$ cat src/design/assert_macros.svh
// Assertion macros used by the top-level design file.
`ifndef ASSERT_MACROS_SVH
`define ASSERT_MACROS_SVH

// Check a property at every clock edge outside reset.
`define ASSERT_CLK(name, prop) \
  name: assert property (@(posedge clk_i) disable iff (!rst_ni) (prop)) \
    else $error("assertion failed");

// Check that a condition never holds outside reset.
`define ASSERT_NEVER(name, cond) \
  name: assert property (@(posedge clk_i) disable iff (!rst_ni) !(cond)) \
    else $error("forbidden condition seen");

`endif

$ cat src/design/mtrb_pkg.sv
// Types and constants of the masked two record time blend unit.
package mtrb_pkg;

  localparam int unsigned SampleW = 32;
  localparam int unsigned WeightW = 17;
  localparam int unsigned FlagsW  = 5;
  localparam int unsigned CfgIdxW = 3;

  localparam logic [WeightW-1:0] OneQ16 = 17'h10000;

  localparam int unsigned FlagMin    = 0;
  localparam int unsigned FlagMax    = 1;
  localparam int unsigned FlagFill   = 2;
  localparam int unsigned FlagMiss   = 3;
  localparam int unsigned FlagSingle = 4;

  typedef enum logic [CfgIdxW-1:0] {
    CFG_WEIGHT   = 3'd0,
    CFG_MINIMUM  = 3'd1,
    CFG_MAXIMUM  = 3'd2,
    CFG_FILL     = 3'd3,
    CFG_MISSING  = 3'd4,
    CFG_MISS_OUT = 3'd5,
    CFG_FLAGS    = 3'd6
  } cfg_index_e;

  typedef struct packed {
    logic                      min_en;
    logic                      max_en;
    logic                      fill_en;
    logic                      miss_en;
    logic signed [SampleW-1:0] minimum;
    logic signed [SampleW-1:0] maximum;
    logic signed [SampleW-1:0] fill;
    logic signed [SampleW-1:0] missing;
  } chk_cfg_t;

endpackage

$ cat src/design/mtrb_check.sv
// Range and marker check of one sample.
module mtrb_check import mtrb_pkg::*; (
  input  chk_cfg_t                  cfg_i,
  input  logic signed [SampleW-1:0] sample_i,
  output logic                      ok_o
);

  logic below_min;
  logic above_max;
  logic is_fill;
  logic is_missing;

  assign below_min  = cfg_i.min_en  && (sample_i < cfg_i.minimum);
  assign above_max  = cfg_i.max_en  && (sample_i > cfg_i.maximum);
  assign is_fill    = cfg_i.fill_en && (sample_i == cfg_i.fill);
  assign is_missing = cfg_i.miss_en && (sample_i == cfg_i.missing);

  assign ok_o = !(below_min || above_max || is_fill || is_missing);

endmodule

$ cat src/design/masked_two_record_time_blend_unit.sv
// Top level of the masked two record time blend unit.
//
//   channel  direction  handshake               payload
//   in       input      in_valid_i/in_stall_o    first_sample, second_sample, last_point
//   out      output     out_valid_o/out_stall_i  blended_value, point_valid, last_point_out
//   cfg      input      cfg_valid_i/cfg_ready_o  cfg_index_i, cfg_data_i
//
// One point per cycle while the output is not stalled; each point passes these steps in order:
// check and difference, 33x18 multiply, add with saturation and selection.
// Reset clears the configuration registers and stage valids; writes are always taken.
// A stall on the output holds the output register and fills the stages behind it.
module masked_two_record_time_blend_unit import mtrb_pkg::*; (
  input  logic                      clk_i,
  input  logic                      rst_ni,
  input  logic                      in_valid_i,
  output logic                      in_stall_o,
  input  logic signed [SampleW-1:0] first_sample_i,
  input  logic signed [SampleW-1:0] second_sample_i,
  input  logic                      last_point_i,
  output logic                      out_valid_o,
  input  logic                      out_stall_i,
  output logic signed [SampleW-1:0] blended_value_o,
  output logic                      point_valid_o,
  output logic                      last_point_out_o,
  input  logic                      cfg_valid_i,
  output logic                      cfg_ready_o,
  input  logic [CfgIdxW-1:0]        cfg_index_i,
  input  logic [SampleW-1:0]        cfg_data_i
);

  `include "assert_macros.svh"

  logic [WeightW-1:0]        weight_q;
  logic signed [SampleW-1:0] minimum_q;
  logic signed [SampleW-1:0] maximum_q;
  logic signed [SampleW-1:0] fill_q;
  logic signed [SampleW-1:0] missing_q;
  logic signed [SampleW-1:0] miss_out_q;
  logic [FlagsW-1:0]         flags_q;

  chk_cfg_t           chk_cfg;
  logic               ok_first;
  logic               ok_second;
  logic               single;
  logic [WeightW-1:0] weight_sat;

  logic                      s1_valid_q;
  logic signed [SampleW-1:0] s1_a_q;
  logic signed [SampleW:0]   s1_diff_q;
  logic [WeightW-1:0]        s1_weight_q;
  logic                      s1_ok_q;
  logic                      s1_single_q;
  logic                      s1_last_q;

  logic                          s2_valid_q;
  logic signed [SampleW-1:0]     s2_a_q;
  logic signed [SampleW+WeightW:0] s2_prod_q;
  logic                          s2_ok_q;
  logic                          s2_single_q;
  logic                          s2_last_q;

  logic                      out_valid_q;
  logic signed [SampleW-1:0] out_value_q;
  logic                      out_ok_q;
  logic                      out_last_q;

  logic                      s1_ready;
  logic                      s2_ready;
  logic                      s3_ready;
  logic signed [SampleW+2:0] s2_sum;
  logic                      s2_sat_hi;
  logic                      s2_sat_lo;
  logic signed [SampleW-1:0] s2_blend;
  logic signed [SampleW-1:0] out_value_d;

  assign cfg_ready_o = 1'b1;

  always_ff @(posedge clk_i or negedge rst_ni) begin
    if (!rst_ni) begin
      weight_q   <= '0;
      minimum_q  <= '0;
      maximum_q  <= '0;
      fill_q     <= '0;
      missing_q  <= '0;
      miss_out_q <= '0;
      flags_q    <= '0;
    end else if (cfg_valid_i) begin
      case (cfg_index_e'(cfg_index_i))
        CFG_WEIGHT:   weight_q   <= cfg_data_i[WeightW-1:0];
        CFG_MINIMUM:  minimum_q  <= cfg_data_i;
        CFG_MAXIMUM:  maximum_q  <= cfg_data_i;
        CFG_FILL:     fill_q     <= cfg_data_i;
        CFG_MISSING:  missing_q  <= cfg_data_i;
        CFG_MISS_OUT: miss_out_q <= cfg_data_i;
        CFG_FLAGS:    flags_q    <= cfg_data_i[FlagsW-1:0];
        default: ;
      endcase
    end
  end

  assign chk_cfg.min_en  = flags_q[FlagMin];
  assign chk_cfg.max_en  = flags_q[FlagMax];
  assign chk_cfg.fill_en = flags_q[FlagFill];
  assign chk_cfg.miss_en = flags_q[FlagMiss];
  assign chk_cfg.minimum = minimum_q;
  assign chk_cfg.maximum = maximum_q;
  assign chk_cfg.fill    = fill_q;
  assign chk_cfg.missing = missing_q;

  assign single     = flags_q[FlagSingle];
  assign weight_sat = weight_q[WeightW-1] ? OneQ16 : weight_q;

  mtrb_check u_check_first (
    .cfg_i    (chk_cfg),
    .sample_i (first_sample_i),
    .ok_o     (ok_first)
  );

  mtrb_check u_check_second (
    .cfg_i    (chk_cfg),
    .sample_i (second_sample_i),
    .ok_o     (ok_second)
  );

  assign s3_ready   = !out_valid_q || !out_stall_i;
  assign s2_ready   = !s2_valid_q || s3_ready;
  assign s1_ready   = !s1_valid_q || s2_ready;
  assign in_stall_o = !s1_ready;

  // Stage 1: check samples, form the difference.
  always_ff @(posedge clk_i or negedge rst_ni) begin
    if (!rst_ni) begin
      s1_valid_q <= 1'b0;
    end else if (s1_ready) begin
      s1_valid_q <= in_valid_i;
    end
  end

  always_ff @(posedge clk_i) begin
    if (s1_ready && in_valid_i) begin
      s1_a_q      <= first_sample_i;
      s1_diff_q   <= {second_sample_i[SampleW-1], second_sample_i}
                   - {first_sample_i[SampleW-1], first_sample_i};
      s1_weight_q <= weight_sat;
      s1_ok_q     <= ok_first && (single || ok_second);
      s1_single_q <= single;
      s1_last_q   <= last_point_i;
    end
  end

  // Stage 2: scale the difference by the weight.
  always_ff @(posedge clk_i or negedge rst_ni) begin
    if (!rst_ni) begin
      s2_valid_q <= 1'b0;
    end else if (s2_ready) begin
      s2_valid_q <= s1_valid_q;
    end
  end

  always_ff @(posedge clk_i) begin
    if (s2_ready && s1_valid_q) begin
      s2_a_q      <= s1_a_q;
      s2_prod_q   <= s1_diff_q * $signed({1'b0, s1_weight_q});
      s2_ok_q     <= s1_ok_q;
      s2_single_q <= s1_single_q;
      s2_last_q   <= s1_last_q;
    end
  end

  // Stage 3: add back the first sample, saturate, select.
  assign s2_sum    = {{3{s2_a_q[SampleW-1]}}, s2_a_q}
                   + {s2_prod_q[SampleW+WeightW], s2_prod_q[SampleW+WeightW:16]};
  assign s2_sat_hi = !s2_sum[SampleW+2] && (s2_sum[SampleW+1:SampleW-1] != 3'b000);
  assign s2_sat_lo = s2_sum[SampleW+2] && (s2_sum[SampleW+1:SampleW-1] != 3'b111);

  always_comb begin
    if (s2_sat_hi) begin
      s2_blend = {1'b0, {(SampleW-1){1'b1}}};
    end else if (s2_sat_lo) begin
      s2_blend = {1'b1, {(SampleW-1){1'b0}}};
    end else begin
      s2_blend = s2_sum[SampleW-1:0];
    end
  end

  always_comb begin
    if (!s2_ok_q) begin
      out_value_d = miss_out_q;
    end else if (s2_single_q) begin
      out_value_d = s2_a_q;
    end else begin
      out_value_d = s2_blend;
    end
  end

  always_ff @(posedge clk_i or negedge rst_ni) begin
    if (!rst_ni) begin
      out_valid_q <= 1'b0;
    end else if (s3_ready) begin
      out_valid_q <= s2_valid_q;
    end
  end

  always_ff @(posedge clk_i) begin
    if (s3_ready && s2_valid_q) begin
      out_value_q <= out_value_d;
      out_ok_q    <= s2_ok_q;
      out_last_q  <= s2_last_q;
    end
  end

  assign out_valid_o      = out_valid_q;
  assign blended_value_o  = out_value_q;
  assign point_valid_o    = out_ok_q;
  assign last_point_out_o = out_last_q;

  `ASSERT_CLK(a_invalid_gives_missing,
    (out_valid_o && !point_valid_o) |-> (blended_value_o == miss_out_q))
  `ASSERT_NEVER(a_stall_only_when_full,
    in_stall_o && !(s1_valid_q && s2_valid_q && out_valid_q && out_stall_i))
  `ASSERT_CLK(a_single_passes_first,
    (s2_valid_q && s2_ok_q && s2_single_q) |-> (out_value_d == s2_a_q))

endmodule
$ cat config.mk
export PLATFORM = sky130hd
export DESIGN_NAME = masked_two_record_time_blend_unit
export DESIGN_NICKNAME = d
export VERILOG_FILES = /design/src/design/mtrb_pkg.sv /design/src/design/mtrb_check.sv /design/src/design/masked_two_record_time_blend_unit.sv
export VERILOG_INCLUDE_DIRS = /design/src /design/src/design
export SDC_FILE = /design/constraint.sdc
export NUM_CORES = 2
export LEC_CHECK = 0
export ABC_AREA = 1
export BUFFER_PORTS_ARGS = -buffer_cell sky130_fd_sc_hd__buf_2
export CAP_MARGIN = 20
export CORE_MARGIN = 10
export CORE_UTILIZATION = 30
export DETAILED_ROUTE_END_ITERATION = 12
export GPL_TIMING_DRIVEN = 0
export SLEW_MARGIN = 20
export SYNTH_ARGS = -nofsm -noshare
export SYNTH_HDL_FRONTEND = slang
export SYNTH_SLANG_ARGS = --single-unit
$ cat constraint.sdc
create_clock -name clk_i -period 12.4 [get_ports clk_i]
set_input_delay 2.48 -clock clk_i [delete_from_list [all_inputs] [get_ports clk_i]]
set_output_delay 2.48 -clock clk_i [all_outputs]
set_load 0.02 [all_outputs]
* Word level (Yosys, flattened, before mapping)
Cells that the tools add are included.
Widths: inputs -> output; s select.
** Word-level totals
- Output and inout bits :: 37
- Word-level logic and storage cells :: 89
- Input bits :: 105
- Register bits after elaboration :: 389
** Operators by class
- Multiplexer cells :: 5
- Equal/unequal tests :: 11
- Reductions and logical operators :: 41
- $lt $le $gt $ge :: 4
- $add $sub $neg :: 2
- $mul :: 1
** Operator list (count)
- $eq 32x32->1 :: 4
- $mux 32 :: 4
- $gt 32x32->1 :: 2
- $lt 32x32->1 :: 2
- $mul 33x18->50 :: 1
- $add 32x34->35 :: 1
- $sub 32x32->33 :: 1
- $mux 17 :: 1
- $logic_and 1x1->1 :: 14
- $reduce_and 2->1 :: 7
- $logic_or 1x1->1 :: 10
- $eq 3x3->1 const B :: 3
- $logic_not 1->1 :: 8
- $eq 3x2->1 const B :: 2
- $eq 3x1->1 const B :: 1
- $logic_not 3->1 :: 1
- $ne 3x3->1 const B :: 1
- $reduce_bool 3->1 :: 1

* Longest topological paths before layout
- Depth in word-level cells :: 8
- Depth in mapped cells :: 28
- Depth with buffers taken out :: 26

* Hierarchy
A second synthesis with hierarchy kept.
** Second synthesis, totals
- Cell total of the unflattened synthesis :: 5435
- Area, all modules :: 42764.8 µm²
** By module, submodules not included
- masked_two_record_time_blend_unit :: instances 1, area each 37617.3 µm², seq. area each 10274.9 µm², cells an instance 4543
- mtrb_check :: instances 2, area each 2573.7 µm², seq. area each 0.0 µm², cells an instance 446

* Worst setup path after synthesis
Ideal clock, no wire load.
- Kind :: input to register
- From :: input port out_stall_i
- To :: register s1_a_q[0] (enable)
- Required time :: 11.871 ns
- Setup time :: 0.529 ns
- Path buffers :: 0
- Path slack :: 5.528 ns
- Data arrival time :: 6.343 ns
- Stages :: 5
- Cell sequence :: nand2_1 nor2_1 inv_1 nor2_1 nor2_1
** Between the ends
- Cells in the longest elaborated chain, start to end :: 5
** Ends and longest elaborated chain
- from (decl) :: RTL line masked_two_record_time_blend_unit.sv:21 : input logic out_stall_i,
- $logic_not 1->1 :: RTL line masked_two_record_time_blend_unit.sv:125 : assign s3_ready = !out_valid_q || !out_stall_i;
- $logic_or 1x1->1 :: RTL line masked_two_record_time_blend_unit.sv:125
- $logic_or 1x1->1 :: RTL line masked_two_record_time_blend_unit.sv:126 : assign s2_ready = !s2_valid_q || s3_ready;
- $logic_or 1x1->1 :: RTL line masked_two_record_time_blend_unit.sv:127 : assign s1_ready = !s1_valid_q || s2_ready;
- $logic_and 1x1->1 :: RTL line masked_two_record_time_blend_unit.sv:140 : if (s1_ready && in_valid_i) begin
- to (signal assigned) :: RTL line masked_two_record_time_blend_unit.sv:141 : s1_a_q <= first_sample_i;
- to (decl) :: RTL line masked_two_record_time_blend_unit.sv:48 : logic signed [SampleW-1:0] s1_a_q;
No other way between the ends.
A chain may end at the register's enable or synchronous reset.

* Worst setup path after layout
- From :: register s1_weight_q[4]
- To :: register s2_prod_q[46] (data pin)
** Between the ends
- Cells in the longest elaborated chain, start to end :: 1
** Ends and longest elaborated chain
- from (decl) :: RTL line masked_two_record_time_blend_unit.sv:50 : logic [WeightW-1:0] s1_weight_q;
- from (signal assigned) :: RTL line masked_two_record_time_blend_unit.sv:144 : s1_weight_q <= weight_sat;
- $mul 33x18->50 :: RTL line masked_two_record_time_blend_unit.sv:163 : s2_prod_q <= s1_diff_q * $signed({1'b0, s1_weight_q});
- to (signal assigned) :: RTL line masked_two_record_time_blend_unit.sv:163
- to (decl) :: RTL line masked_two_record_time_blend_unit.sv:57 : logic signed [SampleW+WeightW:0] s2_prod_q;
No other way between the ends.

==> flow_metrics.py <==
metrics = {
    "clock_tree": {
        "cts_buffers": 43,
        "cts-resized-gates": 0,
        "cts_root_buf": "clkbuf_16",
        "hold_buffers": 0,
        "cts_setup_buffers": 0,
        "clk_pin_slew_worst_paths_ns": 0.06,
        "ctsLongestPathBuffers": 3,
        "cts_max_level": 2,
        "insertion_delay_ns": 0.60,
        "cts_tree": "done",
        "cts.sinks": 373,
    },
    "detailed_routing": {
        "drt_iter0_drc": 2931,
        "drc": 0,
        "routed_wl_um": 141000,
        "avgViaCountPerCell": 4.74,
        "firstDrtPassIters": 6,
        "vias": 35000,
        "wl_per_cell_um": 19.1,
        "ant_nets": 0,
    },
    "critical_path": {
        "crit_arrival_ns": 8.13,
        "end_kind": "register",
        "max_stage_delay_ns": 0.76,
        "path_common_cell": "fa_1",
        "slowest_stage": "clkbuf_1",
        "cp-start-kind": "register",
        "path_class": "register to register",
        "crit_start": "s1_weight_q[4]",
        "path_cells": "clkbuf_1, clkbuf_1, nand2_1, fa_1, fa_1, inv_1, fa_1, fa_1, fa_1, inv_1, fa_1, inv_1, ha_1, nand2_1, nor2_1, inv_1, nor4_1, o211ai_1, nand4_1, xor2_1",
        "cp.required_ns": 12.73,
        "reg2reg_from": "s1_weight_q[4]",
        "worstPathMaxFanout": 10,
    },
    "die": {
        "die_w_um": 395,
        "core_mm2": 0.140,
        "io_pins": 142,
        "dieArea_mm2": 0.156,
        "row_count": 137,
        "initial_utilization_pct": 30.2,
        "die_h_um": 395,
    },
    "global_routing": {
        "grt_util_all_layers_pct": 17.9,
        "grt_max_degree": 84,
        "first_global_vias": 36200,
        "grt_antenna_before_repair": 10,
        "overflow": 0,
        "grt_pass1_wl_um": 217000,
    },
    "synth": {
        "yosysMostFrequentCell": "nand2_1",
        "yosys_warnings": 0,
        "synthCells": 5272,
        "synth-seq-cells": 373,
        "syn_avg_cell_area_um2": 8.01,
        "synth_flop_cell": "edfxtp_1",
        "synth_top_cell_by_area": "fa_1",
        "synthDistinctLibCells": 50,
        "synthArstFlopShare_pct": 49.6,
        "synth.top_cells.by_count": "nand2_1 (1378), inv_1 (1326), fa_1 (531)",
        "synth_edf_count": 188,
        "yosysSeqAreaShare_pct": 24.3,
        "synth_top_area_share_pct": 25.2,
        "synth_fp_nets": 6214,
        "synth_area_leaders": "fa_1 (25%), edfxtp_1 (13%), nand2_1 (12%)",
        "synthesis.area_mm2": 0.0422,
    },
    "sta": {
        "final-setup-viol-count": 0,
        "hold_violations": 0,
        "fin_tns_setup_ns": 0,
        "fmax_ghz": 0.128,
        "slew_violations": 0,
        "fin_crit_ns": 7.80,
        "tightest_slew_ns": 1.16,
        "clock_skew_ns": 0.0313,
        "slew_headroom_pct": 22.3,
        "rsz0062_at_grt": "no",
        "fin_crit_sh_pct": 62.9,
    },
    "layout": {
        "final_util_pct": 33.6,
        "layout-drive-gt1-share_pct": 4.38,
        "design_area_mm2": 0.0469,
        "nets": 6406,
        "area_growth_pct": 11.1,
    },
    "placed_design": {
        "gp_congestion": 0.938,
        "placed_cell_area_mm2": 0.0455,
        "port-buffer-count": 140,
        "place_hpwl_um": 117000,
    },
    "worst_hold_path": {
        "hp-start": "s1_a_q[7]",
        "hold_path_class": "register to register",
    },
    "flow_run": {
        "maxCapViolCount": 0,
    },
    "status": {
        "outcome": "finished clean",
    },
}
==> cells in the final DEF, fill, tap and decap left out, types with 37 or more instances in the layout <==
| master | netlist | layout |
|---|---|---|
| nor2_1 | 200 | 199 |
| xnor2_1 | 71 | 71 |
| xor2_1 | 86 | 86 |
| nand3_1 | 65 | 65 |
| inv_1 | 1326 | 1325 |
| o21ai_0 | 274 | 274 |
| clkbuf_16 | 0 | 43 |
| ha_1 | 306 | 306 |
| clkbuf_1 | 174 | 184 |
| fa_1 | 531 | 531 |
| a21oi_1 | 230 | 229 |
| buf_2 | 0 | 139 |
| nor3_1 | 37 | 37 |
| nand2_1 | 1378 | 1378 |
| edfxtp_1 | 188 | 188 |
| dfrtp_1 | 185 | 185 |
==> metal layers <==
layer | GRT usage (%) | vias to the layer above | share of wire, %
met5 | 0 | - | 0.012
met4 | 6.60 | 4 | 4.1
met3 | 3.24 | 257 | 7.5
met2 | 29.9 | 1199 | 47
met1 | 22.9 | 17200 | 41
li1 | - | 16200 | -
==> kinds of logic (layout without fill, tap and decap cells) <==
kind of cell | Yosys count | in the layout | share of synthesized area (%)
buf+inv | 1513 | 1739 | 13.5
simple gates | 1759 | 1759 | 16.5
other cells | 1 | 3 | 0.00888
xor+xnor | 157 | 157 | 3.26
fa+ha+maj | 837 | 837 | 34.2
flops | 373 | 373 | 24.3
compound gates | 632 | 632 | 8.16
==> stage by stage <==
step | hold WS (ns) | instances | setup WS (ns)
global route | 0.398 | 7374 | 4.29
CTS | 0.397 | 7374 | 4.58
floorplan | 0.400 | 5272 | 5.53
global placement | 0.401 | 7288 | 3.60
detailed placement | 0.405 | 7295 | 4.66
finish | 0.403 | 7376 | 4.60
==> area by class of cell <==
class / count / area [µm²]
fill: 14700 / 92800
multi-input combinational: 3386 / 26200
sequential: 373 / 10300
inverter: 1330 / 4990
tap: 1876 / 2350
clock buffer: 59 / 1190
timing repair buffer: 147 / 888
buffer: 183 / 726
clock inverter: 20 / 220
antenna: 2 / 5.00
==> flip-flops by register name (all words and copies together), names as in the netlist, 32 cells and up <==
register         flops
blended_value_o     32
fill_q              32
maximum_q           32
minimum_q           32
miss_out_q          32
missing_q           32
s1_a_q              32
s1_diff_q           33
s2_a_q              32
s2_prod_q           34
==> worst max-delay path: cells and delay by family (launching register included) <==
| family | cells | cell delay, ns |
|---|---|---|
| fa+ha+maj | 7 | 3.71 |
| buf+inv | 6 | 1.96 |
| xor+xnor | 1 | 0.09 |
| flops | 1 | 0.33 |
| compound gates | 1 | 0.18 |
| simple gates | 5 | 1.23 |
==> worst paths after layout <==
path / slack [ns] / depth (start not counted) / endpoint
max in group asynchronous: 9.88 / 2 / miss_out_q[28]
worst min register to register: 0.40 / 0 / s2_a_q[7]
worst min-delay path: 0.40 / 0 / s2_a_q[7]
worst max-delay path: 4.60 / 20 / s2_prod_q[46]
min in group asynchronous: 1.77 / 1 / maximum_q[12]
worst max register to register: 4.60 / 20 / s2_prod_q[46]
Power is not shown: default switching activity piles up to over one toggle a cycle in this logic, so the estimate is an artifact.
